[src/hdl/dbspc_pkg.sv]
// ----------------------------------------------------------------------------
// dbspc_pkg
// Types, widths and constants of the deadband step position controller.
// ----------------------------------------------------------------------------
`default_nettype none

package dbspc_pkg;

  localparam int unsigned NumAxes   = 2;
  localparam int unsigned AxisW     = 1;
  localparam int unsigned PosW      = 15;
  localparam int unsigned TimeW     = 32;
  localparam int unsigned StepW     = 16;
  localparam int unsigned GainW     = 16;
  localparam int unsigned IntervalW = 16;
  localparam int unsigned CfgDataW  = 16;
  localparam int unsigned CfgIdxW   = 3;

  // 100 percent in Q7.8
  localparam logic [PosW-1:0] SetpointMax = 15'd25600;

  localparam logic             RstEnable   = 1'b0;
  localparam logic [PosW-1:0]  RstSetpoint = 15'd12800;
  localparam logic [PosW-1:0]  RstDeadband = 15'd256;
  localparam logic [GainW-1:0] RstGain     = 16'd256;
  localparam logic [StepW-1:0] RstMaxSteps = 16'd100;
  localparam logic [IntervalW-1:0] RstInterval = 16'd100;

  typedef enum logic [CfgIdxW-1:0] {
    CFG_ENABLE    = 3'd0,
    CFG_SETPOINT0 = 3'd1,
    CFG_SETPOINT1 = 3'd2,
    CFG_DEADBAND  = 3'd3,
    CFG_GAIN      = 3'd4,
    CFG_MAX_STEPS = 3'd5,
    CFG_INTERVAL  = 3'd6
  } cfg_idx_e;

  // Verdict of the control law for one sample
  typedef struct packed {
    logic             pass;   // outside deadband and a nonzero saturated count
    logic [StepW-1:0] steps;  // saturated step magnitude
    logic             neg;    // error negative: counterclockwise
  } law_t;

endpackage

`default_nettype wire

[src/hdl/dbspc_if.sv]
// ----------------------------------------------------------------------------
// dbspc_sample_if / dbspc_cmd_if
// Valid/ready channels for position samples and step commands.
// ----------------------------------------------------------------------------
`default_nettype none

interface dbspc_sample_if
  import dbspc_pkg::*;
();
  logic             valid;
  logic             ready;
  logic [AxisW-1:0] axis;
  logic [PosW-1:0]  position;
  logic [TimeW-1:0] timestamp;
  logic             motor_ready;

  modport source (output valid, axis, position, timestamp, motor_ready, input ready);
  modport sink   (input valid, axis, position, timestamp, motor_ready, output ready);
endinterface

interface dbspc_cmd_if
  import dbspc_pkg::*;
();
  logic             valid;
  logic             ready;
  logic [AxisW-1:0] target_axis;
  logic [StepW-1:0] step_count;
  logic             direction;

  modport source (output valid, target_axis, step_count, direction, input ready);
  modport sink   (input valid, target_axis, step_count, direction, output ready);
endinterface

`default_nettype wire

[src/hdl/dbspc_law.sv]
// ----------------------------------------------------------------------------
// dbspc_law
// Proportional law: error, deadband test, rounded scaling and saturation.
// ----------------------------------------------------------------------------
`default_nettype none

module dbspc_law
  import dbspc_pkg::*;
(
  input  logic [PosW-1:0]  setpoint_i,
  input  logic [PosW-1:0]  position_i,
  input  logic [PosW-1:0]  deadband_i,
  input  logic [GainW-1:0] gain_i,
  input  logic [StepW-1:0] max_steps_i,
  output law_t             law_o
);

  logic [PosW:0]          err;
  logic                   neg;
  logic [PosW-1:0]        mag;
  logic [PosW+GainW-1:0]  prod;
  logic [PosW+GainW:0]    rnd;
  logic [StepW-1:0]       steps;
  logic [StepW-1:0]       sat;

  always_comb begin
    err   = {1'b0, setpoint_i} - {1'b0, position_i};
    neg   = err[PosW];
    mag   = neg ? PosW'(-err) : err[PosW-1:0];
    prod  = mag * gain_i;
    // round half away from zero on the magnitude
    rnd   = {1'b0, prod} + (PosW+GainW+1)'(32768);
    steps = rnd[16 +: StepW];
    sat   = (steps > max_steps_i) ? max_steps_i : steps;
    law_o.pass  = (mag >= deadband_i) && (steps != '0) && (sat != '0);
    law_o.steps = sat;
    law_o.neg   = neg;
  end

endmodule

`default_nettype wire

[src/hdl/deadband_step_position_controller.sv]
// ----------------------------------------------------------------------------
// deadband_step_position_controller
// Deadband proportional position controller issuing stepper commands.
// ----------------------------------------------------------------------------
//
//  Channel    Dir  Handshake       Payload
//  sample_i   in   valid/ready     axis, position, timestamp, motor_ready
//  command_o  out  valid/ready     target_axis, step_count, direction
//  cfg_*      in   write enable    cfg_idx_i, cfg_data_i
//
//  One sample is taken every cycle unless a held command stalls the input register;
//  a command follows its sample transaction through the input register, then the result register.
//  The per-axis time of the last command is read and written in the cycle
//  the sample leaves the input register, so consecutive samples see it.
//  A held command stalls only the input register; the sample port keeps
//  taking transactions while that register is free or advancing.
//  Reset clears control state and loads the register defaults at once.
// ----------------------------------------------------------------------------
`default_nettype none

module deadband_step_position_controller
  import dbspc_pkg::*;
(
  input  logic                clk_i,
  input  logic                rst_ni,
  input  logic                cfg_we_i,
  input  logic [CfgIdxW-1:0]  cfg_idx_i,
  input  logic [CfgDataW-1:0] cfg_data_i,
  dbspc_sample_if.sink        sample_i,
  dbspc_cmd_if.source         command_o
);

  // --------------------------------------------------------------------------
  // Configuration registers
  // --------------------------------------------------------------------------
  logic                 enable_q;
  logic [PosW-1:0]      setpoint0_q;
  logic [PosW-1:0]      setpoint1_q;
  logic [PosW-1:0]      deadband_q;
  logic [GainW-1:0]     gain_q;
  logic [StepW-1:0]     max_steps_q;
  logic [IntervalW-1:0] interval_q;
  logic [PosW-1:0]      sp_wr;

  // clamp setpoint writes to 100 percent
  assign sp_wr = (cfg_data_i[PosW-1:0] > SetpointMax) ? SetpointMax : cfg_data_i[PosW-1:0];

  always_ff @(posedge clk_i or negedge rst_ni) begin
    if (!rst_ni) begin
      enable_q    <= RstEnable;
      setpoint0_q <= RstSetpoint;
      setpoint1_q <= RstSetpoint;
      deadband_q  <= RstDeadband;
      gain_q      <= RstGain;
      max_steps_q <= RstMaxSteps;
      interval_q  <= RstInterval;
    end else if (cfg_we_i) begin
      case (cfg_idx_e'(cfg_idx_i))
        CFG_ENABLE:    enable_q    <= cfg_data_i[0];
        CFG_SETPOINT0: setpoint0_q <= sp_wr;
        CFG_SETPOINT1: setpoint1_q <= sp_wr;
        CFG_DEADBAND:  deadband_q  <= cfg_data_i[PosW-1:0];
        CFG_GAIN:      gain_q      <= cfg_data_i[GainW-1:0];
        CFG_MAX_STEPS: max_steps_q <= cfg_data_i[StepW-1:0];
        CFG_INTERVAL:  interval_q  <= cfg_data_i[IntervalW-1:0];
        default:       ; // drop writes beyond the register list
      endcase
    end
  end

  // --------------------------------------------------------------------------
  // Input register
  // --------------------------------------------------------------------------
  logic             s1_v_q;
  logic [AxisW-1:0] s1_axis_q;
  logic [PosW-1:0]  s1_pos_q;
  logic [TimeW-1:0] s1_ts_q;
  logic             s1_rdy_q;
  logic             s1_go;
  logic             out_v_q;

  // the input register moves on whenever the result register is free or drained
  assign s1_go          = !out_v_q || command_o.ready;
  assign sample_i.ready = !s1_v_q || s1_go;

  always_ff @(posedge clk_i or negedge rst_ni) begin
    if (!rst_ni) begin
      s1_v_q <= 1'b0;
    end else if (sample_i.ready) begin
      s1_v_q <= sample_i.valid;
    end
  end

  always_ff @(posedge clk_i) begin
    if (sample_i.ready && sample_i.valid) begin
      s1_axis_q <= sample_i.axis;
      s1_pos_q  <= sample_i.position;
      s1_ts_q   <= sample_i.timestamp;
      s1_rdy_q  <= sample_i.motor_ready;
    end
  end

  // --------------------------------------------------------------------------
  // Control law and rate limit
  // --------------------------------------------------------------------------
  logic [TimeW-1:0] last_q [NumAxes];
  logic [TimeW-1:0] elapsed;
  logic             axis_ok;
  logic             interval_ok;
  logic             fire;
  logic [PosW-1:0]  setpoint;
  law_t             law;

  assign setpoint = (s1_axis_q == AxisW'(0)) ? setpoint0_q : setpoint1_q;

  dbspc_law u_law (
    .setpoint_i  (setpoint),
    .position_i  (s1_pos_q),
    .deadband_i  (deadband_q),
    .gain_i      (gain_q),
    .max_steps_i (max_steps_q),
    .law_o       (law)
  );

  always_comb begin
    axis_ok     = (32'(s1_axis_q) < NumAxes);
    // wrapping difference since the last command on this axis
    elapsed     = s1_ts_q - last_q[s1_axis_q];
    interval_ok = (elapsed >= TimeW'(interval_q));
    fire        = s1_v_q && axis_ok && enable_q && law.pass && interval_ok && s1_rdy_q;
  end

  // record the time of each issued command
  always_ff @(posedge clk_i or negedge rst_ni) begin
    if (!rst_ni) begin
      for (int i = 0; i < NumAxes; i++) begin
        last_q[i] <= '0;
      end
    end else if (s1_go && fire) begin
      last_q[s1_axis_q] <= s1_ts_q;
    end
  end

  // --------------------------------------------------------------------------
  // Result register
  // --------------------------------------------------------------------------
  logic             out_v_d;
  logic [AxisW-1:0] out_axis_q;
  logic [StepW-1:0] out_steps_q;
  logic             out_dir_q;

  // load a new command or drop the slot when the sample yields none; hold on stall
  assign out_v_d = s1_go ? fire : out_v_q;

  always_ff @(posedge clk_i or negedge rst_ni) begin
    if (!rst_ni) begin
      out_v_q <= 1'b0;
    end else begin
      out_v_q <= out_v_d;
    end
  end

  always_ff @(posedge clk_i) begin
    if (s1_go && fire) begin
      out_axis_q  <= s1_axis_q;
      out_steps_q <= law.steps;
      out_dir_q   <= law.neg;
    end
  end

  assign command_o.valid       = out_v_q;
  assign command_o.target_axis = out_axis_q;
  assign command_o.step_count  = out_steps_q;
  assign command_o.direction   = out_dir_q;

endmodule

`default_nettype wire

[src/flat_wrapper.sv]
// flat-port wrapper written by rule: the top's interface ports become plain ports
module deadband_step_position_controller_flat import dbspc_pkg::*;
  (clk_i, rst_ni, cfg_we_i, cfg_idx_i, cfg_data_i, sample_i_valid, sample_i_axis, sample_i_position, sample_i_timestamp, sample_i_motor_ready, sample_i_ready, command_o_valid, command_o_target_axis, command_o_step_count, command_o_direction, command_o_ready);
  dbspc_sample_if sample_i_i ();
  dbspc_cmd_if command_o_i ();
  input  logic clk_i;
  input  logic rst_ni;
  input  logic cfg_we_i;
  input  logic [CfgIdxW-1:0] cfg_idx_i;
  input  logic [CfgDataW-1:0] cfg_data_i;
  input wire logic [$bits(sample_i_i.valid)-1:0] sample_i_valid;
  input wire logic [$bits(sample_i_i.axis)-1:0] sample_i_axis;
  input wire logic [$bits(sample_i_i.position)-1:0] sample_i_position;
  input wire logic [$bits(sample_i_i.timestamp)-1:0] sample_i_timestamp;
  input wire logic [$bits(sample_i_i.motor_ready)-1:0] sample_i_motor_ready;
  output wire logic [$bits(sample_i_i.ready)-1:0] sample_i_ready;
  output wire logic [$bits(command_o_i.valid)-1:0] command_o_valid;
  output wire logic [$bits(command_o_i.target_axis)-1:0] command_o_target_axis;
  output wire logic [$bits(command_o_i.step_count)-1:0] command_o_step_count;
  output wire logic [$bits(command_o_i.direction)-1:0] command_o_direction;
  input wire logic [$bits(command_o_i.ready)-1:0] command_o_ready;
  assign sample_i_i.valid = sample_i_valid;
  assign sample_i_i.axis = sample_i_axis;
  assign sample_i_i.position = sample_i_position;
  assign sample_i_i.timestamp = sample_i_timestamp;
  assign sample_i_i.motor_ready = sample_i_motor_ready;
  assign sample_i_ready = sample_i_i.ready;
  assign command_o_valid = command_o_i.valid;
  assign command_o_target_axis = command_o_i.target_axis;
  assign command_o_step_count = command_o_i.step_count;
  assign command_o_direction = command_o_i.direction;
  assign command_o_i.ready = command_o_ready;
  deadband_step_position_controller u_core (.clk_i(clk_i), .rst_ni(rst_ni), .cfg_we_i(cfg_we_i), .cfg_idx_i(cfg_idx_i), .cfg_data_i(cfg_data_i), .sample_i(sample_i_i), .command_o(command_o_i));
endmodule
[config.mk]
export PLATFORM = sky130hd
export DESIGN_NAME = deadband_step_position_controller_flat
export DESIGN_NICKNAME = d
export VERILOG_FILES = /design/src/hdl/dbspc_pkg.sv /design/src/hdl/dbspc_if.sv /design/src/hdl/dbspc_law.sv /design/src/hdl/deadband_step_position_controller.sv /design/src/flat_wrapper.sv
export SDC_FILE = /design/constraint.sdc
export NUM_CORES = 1
export LEC_CHECK = 0
export BUFFER_PORTS_ARGS = -buffer_cell sky130_fd_sc_hd__clkbuf_2
export CORE_ASPECT_RATIO = 1.4
export CORE_MARGIN = 5
export CORE_UTILIZATION = 45
export CTS_BUF_LIST = sky130_fd_sc_hd__clkbuf_4 sky130_fd_sc_hd__clkbuf_8 sky130_fd_sc_hd__clkbuf_16
export DETAILED_ROUTE_END_ITERATION = 6
export SYNTH_ARGS = -nofsm -noshare
export SYNTH_HDL_FRONTEND = slang
export SYNTH_HIERARCHICAL = 1
export SYNTH_SLANG_ARGS = --single-unit
export TNS_END_PERCENT = 100
[constraint.sdc]
create_clock -name clk_i -period 11.9 [get_ports clk_i]
set_input_delay 1.19 -clock clk_i [delete_from_list [all_inputs] [get_ports clk_i]]
set_output_delay 1.19 -clock clk_i [all_outputs]
set_load 0.03 [all_outputs]
## Word-level counts from Yosys, hierarchy flattened

Index checks and enable logic that the tools add are counted.

| word-level totals | value |
|---|---|
| register bits after elaboration | 227 |
| latch bits | 0 |
| RAM bits | 0 |
| ROM bits | 0 |
| bits of input ports | 73 |
| output and inout port bits | 20 |
| word-level logic and storage cells | 69 |
| memories | 0 |

| operators by class | value |
|---|---|
| add/subtract/negate cells | 4 |
| multipliers | 1 |
| divide/modulo/power cells | 0 |
| order comparisons | 6 |
| equal/unequal tests | 6 |
| shifts and indexed selects | 0 |
| multiplexer cells | 10 |
| bitwise operators | 1 |
| reduce and logical (&&, ||, !) cells | 23 |

Operators with widths:

| cell | count |
|---|---|
| $mux W32 | 4 |
| $bwmux W64 | 1 |
| $mux W15 | 3 |
| $add A31 B16 Y32 const B | 1 |
| $demux W32 S1 | 1 |
| $ge A32 B16 Y1 | 1 |
| $reduce_bool A16 Y1 | 2 |
| $sub A32 B32 Y32 | 1 |
| $mul A15 B16 Y31 | 1 |
| $gt A16 B16 Y1 | 1 |
| $mux W16 | 1 |
| $sub A15 B15 Y16 | 1 |
| $ge A15 B15 Y1 | 1 |
| $gt A15 B15 Y1 const B | 1 |
| $neg A15 Y15 | 1 |
| $reduce_and A2 Y1 | 7 |
| $eq A3 B3 Y1 const B | 3 |
| $logic_and A1 B1 Y1 | 9 |
| $eq A3 B2 Y1 const B | 2 |
| $eq A3 B1 Y1 const B | 1 |
| $logic_not A3 Y1 | 1 |
| $ge A2 B2 Y1 const B | 1 |
| $logic_not A1 Y1 | 2 |
| $logic_or A1 B1 Y1 | 2 |
| 2 further kinds | 2 |

## Longest topological paths before layout

Gate-level depths: netlist (run 1).

| depth | value |
|---|---|
| depth in word-level cells | 14 |
| gate-level depth with buffers | 54 |
| gate-level depth less buffers | 48 |

## Cells and area by module

The synthesis (run 1) kept the hierarchy.

Modules (own cells, without submodules):

| module | instances | cells an instance | area each (µm²) |
|---|---|---|---|
| deadband_step_position_controller | 1 | 879 | 11136.9 |
| dbspc_law | 1 | 1314 | 10558.9 |

## Least setup slack after synthesis (run 1)

OpenSTA, ideal clock, no wires.

| path | value |
|---|---|
| path kind | reg2reg |
| start | register u_core.s1_axis_q |
| end | register u_core.out_dir_q, in the netlist u_core/command_o.direction (enable) |
| setup time | 0.416 ns |
| arrival time | 12.564 ns |
| data required time | 11.484 ns |
| slack | -1.080 ns |
| stages on the path, launching flop included | 48 |
| path buffers | 5 |
| period minus slack after synthesis | 12.980 ns |
| cells stage by stage | edfxtp_1 > buf_1 > buf_1 > mux2_2 > ha_1 > a21o_1 > a31o_2 > o21ai_2 > nand2_1 > inv_1 > clkbuf_1 > o31a_1 > xor2_1 > clkbuf_1 > nand2_1 > fa_1 > inv_1 > fa_1 > [12 not listed] > a21o_1 > and2_1 > nor3_1 > xor2_1 > inv_1 > ha_1 > nand4_1 > nor4_1 > or3_1 > o22a_1 > clkbuf_1 > nor2_1 > a31oi_1 > a211oi_1 > nor4bb_1 > a211oi_1 > nand4_1 > nor3_1 |

RTL lines:

| item | line | text |
|---|---|---|
| start, declared | deadband_step_position_controller.sv:75 | `logic [AxisW-1:0] s1_axis_q;` |
| start signal, assigned | deadband_step_position_controller.sv:96 | `s1_axis_q <= sample_i.axis;` |
| end signal, assigned | deadband_step_position_controller.sv:167 | `out_dir_q <= law.neg;` |
| end, declared | deadband_step_position_controller.sv:150 | `logic out_dir_q;` |

==> impl_results.html, run 1 <==
<table>
<tr><th>Metric</th><th>Value</th></tr>
<tr><th colspan="2">Clocking</th></tr>
<tr><td>Number of buffers added to fix hold violations after cts</td><td>0</td></tr>
<tr><td>TritonCTS Sinks</td><td>227</td></tr>
<tr><td>Worst skew pair latency</td><td>0.53 ns</td></tr>
<tr><td>Clock-pin slew on the worst setup and hold paths</td><td>0.07 ns</td></tr>
<tr><td>CTS Buf Count</td><td>21</td></tr>
<tr><td>Buffer levels on the longest clock path</td><td>3</td></tr>
<tr><td>CTS HTree Levels</td><td>1</td></tr>
<tr><td>TritonCTS clock tree</td><td>done</td></tr>
<tr><td>Clock root buffer master</td><td>sky130_fd_sc_hd__clkbuf_16</td></tr>
<tr><th colspan="2">Die</th></tr>
<tr><td>Total I/O pin count</td><td>just over 90</td></tr>
<tr><td>Placement Rows</td><td>between 90 and 100</td></tr>
<tr><td>Overall die width</td><td>195.6 um</td></tr>
<tr><td>Die height</td><td>about 270 um</td></tr>
<tr><td>Standard cell core area</td><td>approximately 48000 um^2</td></tr>
<tr><td>Initial cell density of the core</td><td>0.4529</td></tr>
<tr><td>Floorplan die area</td><td>about 53000 um^2</td></tr>
<tr><th colspan="2">Timing</th></tr>
<tr><td>Final worst path period share</td><td>1.003</td></tr>
<tr><td>Top achievable clock speed</td><td>approximately 84 MHz</td></tr>
<tr><td>Number of pins exceeding their max-slew limit in the final report</td><td>0</td></tr>
<tr><td>Clock tree skew after final layout</td><td>about 0.017 ns</td></tr>
<tr><td>Setup TNS</td><td>-0.3183 ns</td></tr>
<tr><td>Fin worst setup slack</td><td>-0.04014 ns</td></tr>
<tr><td>Final setup fails</td><td>21</td></tr>
<tr><td>Worst slew pin tran</td><td>between 1 and 1.5 ns</td></tr>
<tr><td>Worst slew margin relative to its limit</td><td>0.2842</td></tr>
<tr><td>Unrepaired setup endpoints after global routing</td><td>yes</td></tr>
<tr><td>Fin crit period</td><td>about 12 ns</td></tr>
<tr><td>Final count of hold timing violations</td><td>0</td></tr>
<tr><th colspan="2">Critical path</th></tr>
<tr><td>Peak fanout along the critical path</td><td>8</td></tr>
<tr><td>Type of destination of the critical path</td><td>register</td></tr>
<tr><td>Critical path launch point type</td><td>register</td></tr>
<tr><td>Data arrival, critical path</td><td>12.35 ns</td></tr>
<tr><td>Worst Path Required</td><td>around 12 ns</td></tr>
<tr><td>Critical Path Slowest Stage Cell</td><td>sky130_fd_sc_hd__fa_1</td></tr>
<tr><td>Delay of the slowest cell on the worst path</td><td>around 0.56 ns</td></tr>
<tr><td>Minimum setup slack among reg-to-reg paths</td><td>-0.04 ns</td></tr>
<tr><td>Path type of the worst setup path</td><td>reg -&gt; reg</td></tr>
<tr><th colspan="2">Yosys</th></tr>
<tr><td>Leading post-synthesis cells by instance count</td><td>293 x sky130_fd_sc_hd__inv_1, 293 x sky130_fd_sc_hd__nand2_1, 204 x sky130_fd_sc_hd__ha_1</td></tr>
<tr><td>Count of flip-flops with a built-in enable after synthesis</td><td>67</td></tr>
<tr><td>Synth Register Bits</td><td>around 230</td></tr>
<tr><td>Post-synthesis cell type count</td><td>88</td></tr>
<tr><td>Count of synthesis-stage warnings from yosys</td><td>6</td></tr>
<tr><td>Most used flip-flop cell after synthesis</td><td>sky130_fd_sc_hd__dfrtp_1</td></tr>
<tr><td>Top-area cell type share of the netlist area</td><td>0.1689</td></tr>
<tr><td>Biggest area contributors in the synthesized netlist</td><td>sky130_fd_sc_hd__fa_1 17%, sky130_fd_sc_hd__dfrtp_1 17%, sky130_fd_sc_hd__ha_1 12%, sky130_fd_sc_hd__edfxtp_1 9.3%, sky130_fd_sc_hd__mux2_2 5.1%</td></tr>
<tr><td>Async S/R FF share, synth</td><td>0.7048</td></tr>
<tr><td>Sequential-to-total area share from yosys stat</td><td>0.2781</td></tr>
<tr><td>Library cell occupying the most area in the post-synthesis netlist</td><td>sky130_fd_sc_hd__fa_1</td></tr>
<tr><td>Total standard cell area after synthesis</td><td>21700 um^2</td></tr>
<tr><td>Synthesized area per cell</td><td>between 9 and 10 um^2</td></tr>
<tr><td>Number of instances in the synthesized netlist</td><td>2193</td></tr>
<tr><td>Net count after synthesis</td><td>~2700</td></tr>
<tr><th colspan="2">Drt</th></tr>
<tr><td>Post-route DRC violation count</td><td>0</td></tr>
<tr><td>Number of search-and-repair iterations in the first detailed-routing pass</td><td>5</td></tr>
<tr><td>Final Routed Wirelength</td><td>65620 um</td></tr>
<tr><td>First-iteration detailed-routing DRC count</td><td>just over 800</td></tr>
<tr><td>DR vias/cell</td><td>5.553</td></tr>
<tr><td>Total via count in the routed design</td><td>between 15000 and 20000</td></tr>
<tr><td>Number of nets with antenna violations after detailed routing</td><td>0</td></tr>
<tr><td>Wirelength per Cell</td><td>between 20 and 25 um</td></tr>
<tr><th colspan="2">Place</th></tr>
<tr><td>HPWL after DPL</td><td>between 40000 and 50000 um</td></tr>
<tr><td>Post-DP Area</td><td>between 20000 and 25000 um^2</td></tr>
<tr><td>Port Buf Inserts</td><td>approximately 90</td></tr>
<tr><td>RD Place Congestion</td><td>~0.98</td></tr>
<tr><td>Setup WS pre-CTS</td><td>-0.6616 ns</td></tr>
<tr><th colspan="2">Global routing</th></tr>
<tr><td>GRT Total Usage</td><td>0.2356</td></tr>
<tr><td>Global route overflow</td><td>0</td></tr>
<tr><td>Pin count of the biggest net entering global routing</td><td>82</td></tr>
<tr><td>Number of antenna violations at the first check in global routing</td><td>2</td></tr>
<tr><td>Wire length of the first global-routing pass</td><td>99400 um</td></tr>
<tr><td>Vias in the first global route</td><td>about 19000</td></tr>
<tr><th colspan="2">Finish</th></tr>
<tr><td>Post-route core utilization</td><td>0.5602</td></tr>
<tr><td>Fraction of layout cells with a size suffix above 1</td><td>0.2946</td></tr>
<tr><td>Synth-to-Final Area Change</td><td>23.68%</td></tr>
<tr><td>Layout Nets</td><td>2977</td></tr>
<tr><td>Post-route cell area</td><td>~27000 um^2</td></tr>
<tr><th colspan="2">Run</th></tr>
<tr><td>Max-cap check violation count</td><td>0</td></tr>
<tr><th colspan="2">Worst hold path</th></tr>
<tr><td>Path category of the worst min-delay check</td><td>reg -&gt; reg</td></tr>
<tr><th colspan="2">Status</th></tr>
<tr><td>Result of the run</td><td>finished, violations left</td></tr>
<tr><td>Violated checks</td><td>negative setup slack</td></tr>
</table>
## critical path: cells and delay by family, from the launching register on
family,cells,cell delay [ns]
AOI/OAI and AO/OA,7,1.12
xor gates and xnor gates,2,0.24
adders and majority gates,10,4.16
buffers and inverters,14,1.63
DFF,1,0.43
muxes,2,0.67
and+or+nand+nor,16,3.55
## metal layers
| metal | part of all wire | vias up | wire length, um | global-route usage |
|---|---|---|---|---|
| met3 | 0.037 | 193 | 2405 | 0.02483 |
| met4 | 0.077 | 0 | 5021 | 0.1509 |
| met1 | 0.35 | 8813 | 22820 | 0.2479 |
| met5 | 0 | - | 0 | 0 |
| met2 | 0.54 | 445 | 35370 | 0.4407 |
| li1 | - | 8114 | - | - |
## repair_timing
item,in CTS,in global routing
buffers inserted,11,46
endpoints found under the hold margin,0,0
gates resized for setup,75,199
pin swaps,14,79
cloned,2,7
setup endpoints to repair,83,83
## area by class of cell
class                           instances  area [um^2]
Timing Repair Buffer                  374         2856
Sequential cell                       227         6033
Clock buffer                           30        624.3
Clock inverter                          8        76.32
Multi-Input combinational cell       1600        15350
Inverter                              293         1102
Fill cell                            4243        21070
Tap cell                              630        788.3
Antenna cell                            1        2.502
## cells in the final DEF, fill, tap and decap left out, drive strengths merged, types with 7 or more instances in the layout
| cell | count |
|---|---|
| mux2 | 149 |
| nor4 | 10 |
| a211oi | 14 |
| and3 | 12 |
| a21o | 39 |
| nand3 | 22 |
| nand2b | 18 |
| dfstp | 14 |
| and4 | 7 |
| nor2b | 18 |
| edfxtp | 67 |
| and2 | 75 |
| buf | 280 |
| clkbuf | 124 |
| xor2 | 21 |
| a21oi | 99 |
| nand2 | 293 |
| o31ai | 8 |
| o21bai | 7 |
| mux2i | 37 |
| nor2 | 63 |
| a31oi | 15 |
| nor3 | 22 |
| or4 | 10 |
| ha | 204 |
| o21ai | 90 |
| or3 | 10 |
| o211ai | 14 |
| dfrtp | 146 |
| nand4 | 28 |
| fa | 183 |
| inv | 296 |
| a211o | 7 |
| o21a | 17 |
| xnor2 | 30 |
## path summary, 6_finish.rpt
kind	start	depth (start not counted)	end
setup / recovery	u_core/s1_axis_q$_DFFE_PP_	51	u_core/last_q[18]$_DFFE_PN0P_
hold / removal	u_core/setpoint1_q[2]$_DFFE_PN0P_	2	u_core/setpoint1_q[2]$_DFFE_PN0P_
setup reg to reg	u_core/s1_axis_q$_DFFE_PP_	51	u_core/last_q[18]$_DFFE_PN0P_
hold reg to reg	u_core/setpoint1_q[2]$_DFFE_PN0P_	2	u_core/setpoint1_q[2]$_DFFE_PN0P_
max in group asynchronous	rst_ni	2	u_core/last_q[46]$_DFFE_PN0P_
min in group asynchronous	rst_ni	1	u_core/last_q[30]$_DFFE_PN0P_
## state kept, by name, indices dropped and copies added (netlist names), 15 cells and up
register / cells
u_core/s1_pos_q: 15
u_core/command_o.step_count: 16
u_core/interval_q: 16
u_core/setpoint0_q: 15
u_core/s1_ts_q: 32
u_core/deadband_q: 15
u_core/gain_q: 16
u_core/max_steps_q: 16
u_core/setpoint1_q: 15
u_core/last_q: 64
## cells by family after synthesis
group | count (synthesis) | share of synthesized area
multiplexers | 186 | 0.09960
buffers and inverters | 366 | 0.06782
flip-flops | 227 | 0.2781
AND/OR/NAND/NOR | 612 | 0.1374
AO/OA/AOI/OAI | 363 | 0.1089
adder cells (fa/ha/maj) | 387 | 0.2865
XOR/XNOR | 52 | 0.02163
## per-stage QoR
| step | hold WS (ns) | std cells |
|---|---|---|
| after global placement | 0.4571 | 3059 |
| final | 0.4792 | 3163 |
| after CTS | 0.4805 | 3110 |
| after floorplan | 0.4444 | 2193 |
| after global routing | 0.5000 | 3163 |
| after detailed placement | 0.4653 | 3059 |
Power of run 1 is left out: the tool's default activity adds up to more than one toggle a clock period on the data nets, which glitch-free logic cannot reach.
==> run 2: changes to the inputs <==
CORE_ASPECT_RATIO = default   (was 1.4)
PLACE_DENSITY = 0.75   (was default)
==> impl_results.html, run 2 (synthesized netlist as in run 1, its figures left out) <==
<table>
<tr><th>Metric</th><th>Value</th></tr>
<tr><th colspan="2">Status</th></tr>
<tr><td>Result of the run</td><td>finished, final reports clean</td></tr>
<tr><th colspan="2">Finish</th></tr>
<tr><td>Commonest cells after routing, fill and taps aside</td><td>283 x sky130_fd_sc_hd__inv_1, 283 x sky130_fd_sc_hd__nand2_1, 251 x sky130_fd_sc_hd__buf_4</td></tr>
<tr><td>Largest register FFs</td><td>64 (unchanged)</td></tr>
<tr><td>Layout Nets</td><td>2970 (-0.24%)</td></tr>
<tr><td>Fraction of layout cells with a size suffix above 1</td><td>0.2914 (-0.003209)</td></tr>
<tr><td>Synth-to-Final Area Change</td><td>22.84%</td></tr>
<tr><td>Leading registers by flop count</td><td>u_core/last_q (64), u_core/s1_ts_q (32)</td></tr>
<tr><td>Largest register by flop count</td><td>u_core/last_q</td></tr>
<tr><td>N_diodes</td><td>0 (-1)</td></tr>
<tr><th colspan="2">Global routing</th></tr>
<tr><td>Global route overflow</td><td>0 (unchanged)</td></tr>
<tr><td>Vias in the first global route</td><td>18410 (-1.3%)</td></tr>
<tr><td>Pin count of the biggest net entering global routing</td><td>99 (+21%)</td></tr>
<tr><td>Wire length of the first global-routing pass</td><td>95370 um (-4.1%)</td></tr>
<tr><td>GRT Total Usage</td><td>0.2185 (-0.01708)</td></tr>
<tr><td>Number of antenna violations at the first check in global routing</td><td>0 (-2)</td></tr>
<tr><th colspan="2">Critical path</th></tr>
<tr><td>Critical Path Slowest Stage Cell</td><td>sky130_fd_sc_hd__fa_2</td></tr>
<tr><td>Minimum setup slack among reg-to-reg paths</td><td>0.02 ns (+0.06 ns)</td></tr>
<tr><td>Critical register-to-register path startpoint</td><td>u_core/s1_axis_q$_DFFE_PP_</td></tr>
<tr><td>Peak fanout along the critical path</td><td>11 (+3)</td></tr>
<tr><td>Data arrival, critical path</td><td>12.32 ns (-0.03 ns)</td></tr>
<tr><td>Delay of the slowest cell on the worst path</td><td>0.57 ns (about the same)</td></tr>
<tr><td>Worst Path Required</td><td>12.34 ns (+0.03 ns)</td></tr>
<tr><td>Type of destination of the critical path</td><td>register</td></tr>
<tr><td>R2R Path End</td><td>u_core/last_q[13]$_DFFE_PN0P_</td></tr>
<tr><td>Path type of the worst setup path</td><td>reg -&gt; reg</td></tr>
<tr><td>Critical path launch point type</td><td>register</td></tr>
<tr><td>Count of cells along the worst register-to-register path</td><td>48 (-5.9%)</td></tr>
<tr><td>Crit path top cell by count</td><td>sky130_fd_sc_hd__fa_1</td></tr>
<tr><th colspan="2">Drt</th></tr>
<tr><td>First-iteration detailed-routing DRC count</td><td>1048 (+28%)</td></tr>
<tr><td>Number of search-and-repair iterations in the first detailed-routing pass</td><td>5 (unchanged)</td></tr>
<tr><td>Met3 WL</td><td>3047 um (+27%)</td></tr>
<tr><td>DR vias/cell</td><td>5.535 (-0.32%)</td></tr>
<tr><td>Wirelength per Cell</td><td>19.00 um (-8.4%)</td></tr>
<tr><td>Number of nets with antenna violations after detailed routing</td><td>0 (unchanged)</td></tr>
<tr><td>Metal2 WL</td><td>29730 um (-16%)</td></tr>
<tr><td>Post-route DRC violation count</td><td>0 (unchanged)</td></tr>
<tr><td>M1 WL</td><td>25210 um (+10%)</td></tr>
<tr><td>Total via count in the routed design</td><td>17400 (-0.92%)</td></tr>
<tr><td>Highest routed metal layer</td><td>met4</td></tr>
<tr><td>Final Routed Wirelength</td><td>59720 um (-9.0%)</td></tr>
<tr><th colspan="2">Die</th></tr>
<tr><td>Total I/O pin count</td><td>93 (unchanged)</td></tr>
<tr><td>Floorplan die area</td><td>52700 um^2 (-0.12%)</td></tr>
<tr><td>Die height</td><td>229.6 um (-15%)</td></tr>
<tr><td>Standard cell core area</td><td>47750 um^2 (-0.33%)</td></tr>
<tr><td>Initial cell density of the core</td><td>0.4544 (+0.001484)</td></tr>
<tr><td>Overall die width</td><td>229.6 um (+17%)</td></tr>
<tr><td>Placement Rows</td><td>80 (-16%)</td></tr>
<tr><th colspan="2">Clocking</th></tr>
<tr><td>Worst skew pair latency</td><td>0.57 ns (+0.04 ns)</td></tr>
<tr><td>Clock-pin slew on the worst setup and hold paths</td><td>0.06 ns (about the same)</td></tr>
<tr><td>Clock root buffer master</td><td>sky130_fd_sc_hd__clkbuf_16</td></tr>
<tr><td>TritonCTS clock tree</td><td>done</td></tr>
<tr><td>TritonCTS Sinks</td><td>227 (unchanged)</td></tr>
<tr><td>Number of buffers added to fix hold violations after cts</td><td>0 (unchanged)</td></tr>
<tr><td>Buffer levels on the longest clock path</td><td>3 (unchanged)</td></tr>
<tr><td>CTS Buf Count</td><td>26 (+24%)</td></tr>
<tr><td>CTS HTree Levels</td><td>1 (unchanged)</td></tr>
<tr><th colspan="2">Worst hold path</th></tr>
<tr><td>Hold_sp</td><td>u_core/setpoint0_q[6]$_DFFE_PN0P_</td></tr>
<tr><td>Path category of the worst min-delay check</td><td>reg -&gt; reg</td></tr>
<tr><td>Cell depth of the worst min-delay path</td><td>2 (unchanged)</td></tr>
<tr><td>Worst Hold Path EP</td><td>u_core/setpoint0_q[6]$_DFFE_PN0P_</td></tr>
<tr><th colspan="2">Place</th></tr>
<tr><td>RD Place Congestion</td><td>0.9509 (-2.5%)</td></tr>
<tr><td>Port Buf Inserts</td><td>92 (unchanged)</td></tr>
<tr><td>HPWL after DPL</td><td>46140 um (-7.5%)</td></tr>
<tr><td>Setup WS pre-CTS</td><td>-0.6781 ns (-0.01651 ns)</td></tr>
<tr><th colspan="2">Timing</th></tr>
<tr><td>Final count of hold timing violations</td><td>0 (unchanged)</td></tr>
<tr><td>Final worst path period share</td><td>0.9982 (-0.005193)</td></tr>
<tr><td>Unrepaired setup endpoints after global routing</td><td>yes</td></tr>
<tr><td>Number of pins exceeding their max-slew limit in the final report</td><td>0 (unchanged)</td></tr>
<tr><td>Clock tree skew after final layout</td><td>0.02002 ns (+0.003501 ns)</td></tr>
<tr><td>Worst slew margin relative to its limit</td><td>0.3411 (+0.05690)</td></tr>
<tr><td>Worst slew pin tran</td><td>0.9884 ns (-0.08535 ns)</td></tr>
<tr><td>Final setup fails</td><td>0 (-100%)</td></tr>
<tr><td>Fin worst setup slack</td><td>0.02166 ns (+0.06180 ns)</td></tr>
<tr><td>Top achievable clock speed</td><td>84.19 MHz (+0.52%)</td></tr>
<tr><td>Fin crit period</td><td>11.88 ns (-0.06180 ns)</td></tr>
<tr><th colspan="2">Run</th></tr>
<tr><td>Max-cap check violation count</td><td>0 (unchanged)</td></tr>
</table>
-- run 2: critical path: cells and delay by family, from the launching register on --
kind,cells,cell delay (ns)
XOR/XNOR,2,0.28
multiplexers,4,1.26
buffers and inverters,10,1.21
AO/OA/AOI/OAI,10,2.02
AND/OR/NAND/NOR,12,2.55
flip-flops,1,0.42
adder cells (fa/ha/maj),10,4.01
-- run 2: metal layers --
metal / vias to the layer above / GRT usage
met3: 113 / 0.03022
met1: 8669 / 0.2882
met5: - / 0
met2: 510 / 0.3787
met4: 0 / 0.05995
li1: 8111 / -
-- run 2: layout make-up --
| cell class | instances | area [um^2] |
|---|---|---|
| Fill cell | 3964 | 21090 |
| Multi-Input combinational cell | 1600 | 15150 |
| Sequential cell | 227 | 6033 |
| Timing Repair Buffer | 362 | 2651 |
| Inverter | 293 | 1105 |
| Tap cell | 615 | 769.5 |
| Clock buffer | 33 | 728.2 |
| Clock inverter | 14 | 214.0 |
-- run 2: what timing repair did --
action | CTS | global route
buffers inserted | 4 | 21
hold endpoints to repair | 0 | 0
gates resized for setup | 63 | 161
cloned | 1 | 4
endpoints found under the setup margin | 83 | 83
pin swaps | 14 | 90
-- run 2: how the worst max path moves through the flow --
stage	startpoint	end	slack (ns)	depth (start not counted)
3_5_place_dp	u_core/s1_axis_q$_DFFE_PP_	u_core/last_q[58]$_DFFE_PN0P_	-0.68	45
4_1_cts	u_core/s1_axis_q$_DFFE_PP_	u_core/last_q[36]$_DFFE_PN0P_	0.006	45
2_1_floorplan	u_core/s1_axis_q$_DFFE_PP_	u_core/last_q[33]$_DFFE_PN0P_	0.03	50
3_3_place_gp	u_core/s1_axis_q$_DFFE_PP_	u_core/last_q[57]$_DFFE_PN0P_	-0.42	46
5_1_grt	u_core/s1_axis_q$_DFFE_PP_	u_core/last_q[10]$_DFFE_PN0P_	-0.34	49
6_report	u_core/s1_axis_q$_DFFE_PP_	u_core/last_q[13]$_DFFE_PN0P_	0.02	48
-- run 2: through the flow --
step | utilization | hold WS [ns] | area, um^2 | TNS, ns | std cells
2_1_floorplan | - | 0.4444 | 21750 | 0 | 2193
3_3_place_gp | 0.5118 | 0.4568 | 24440 | -26.58 | 3067
3_5_place_dp | 0.5118 | 0.4645 | 24440 | -45.67 | 3067
4_1_cts | 0.5385 | 0.4777 | 25710 | 0 | 3119
5_1_grt | 0.5582 | 0.5027 | 26650 | -16.89 | 3144
6_report | 0.5582 | 0.4776 | 26650 | 0 | 3144
Power of run 2 is left out for the same reason.
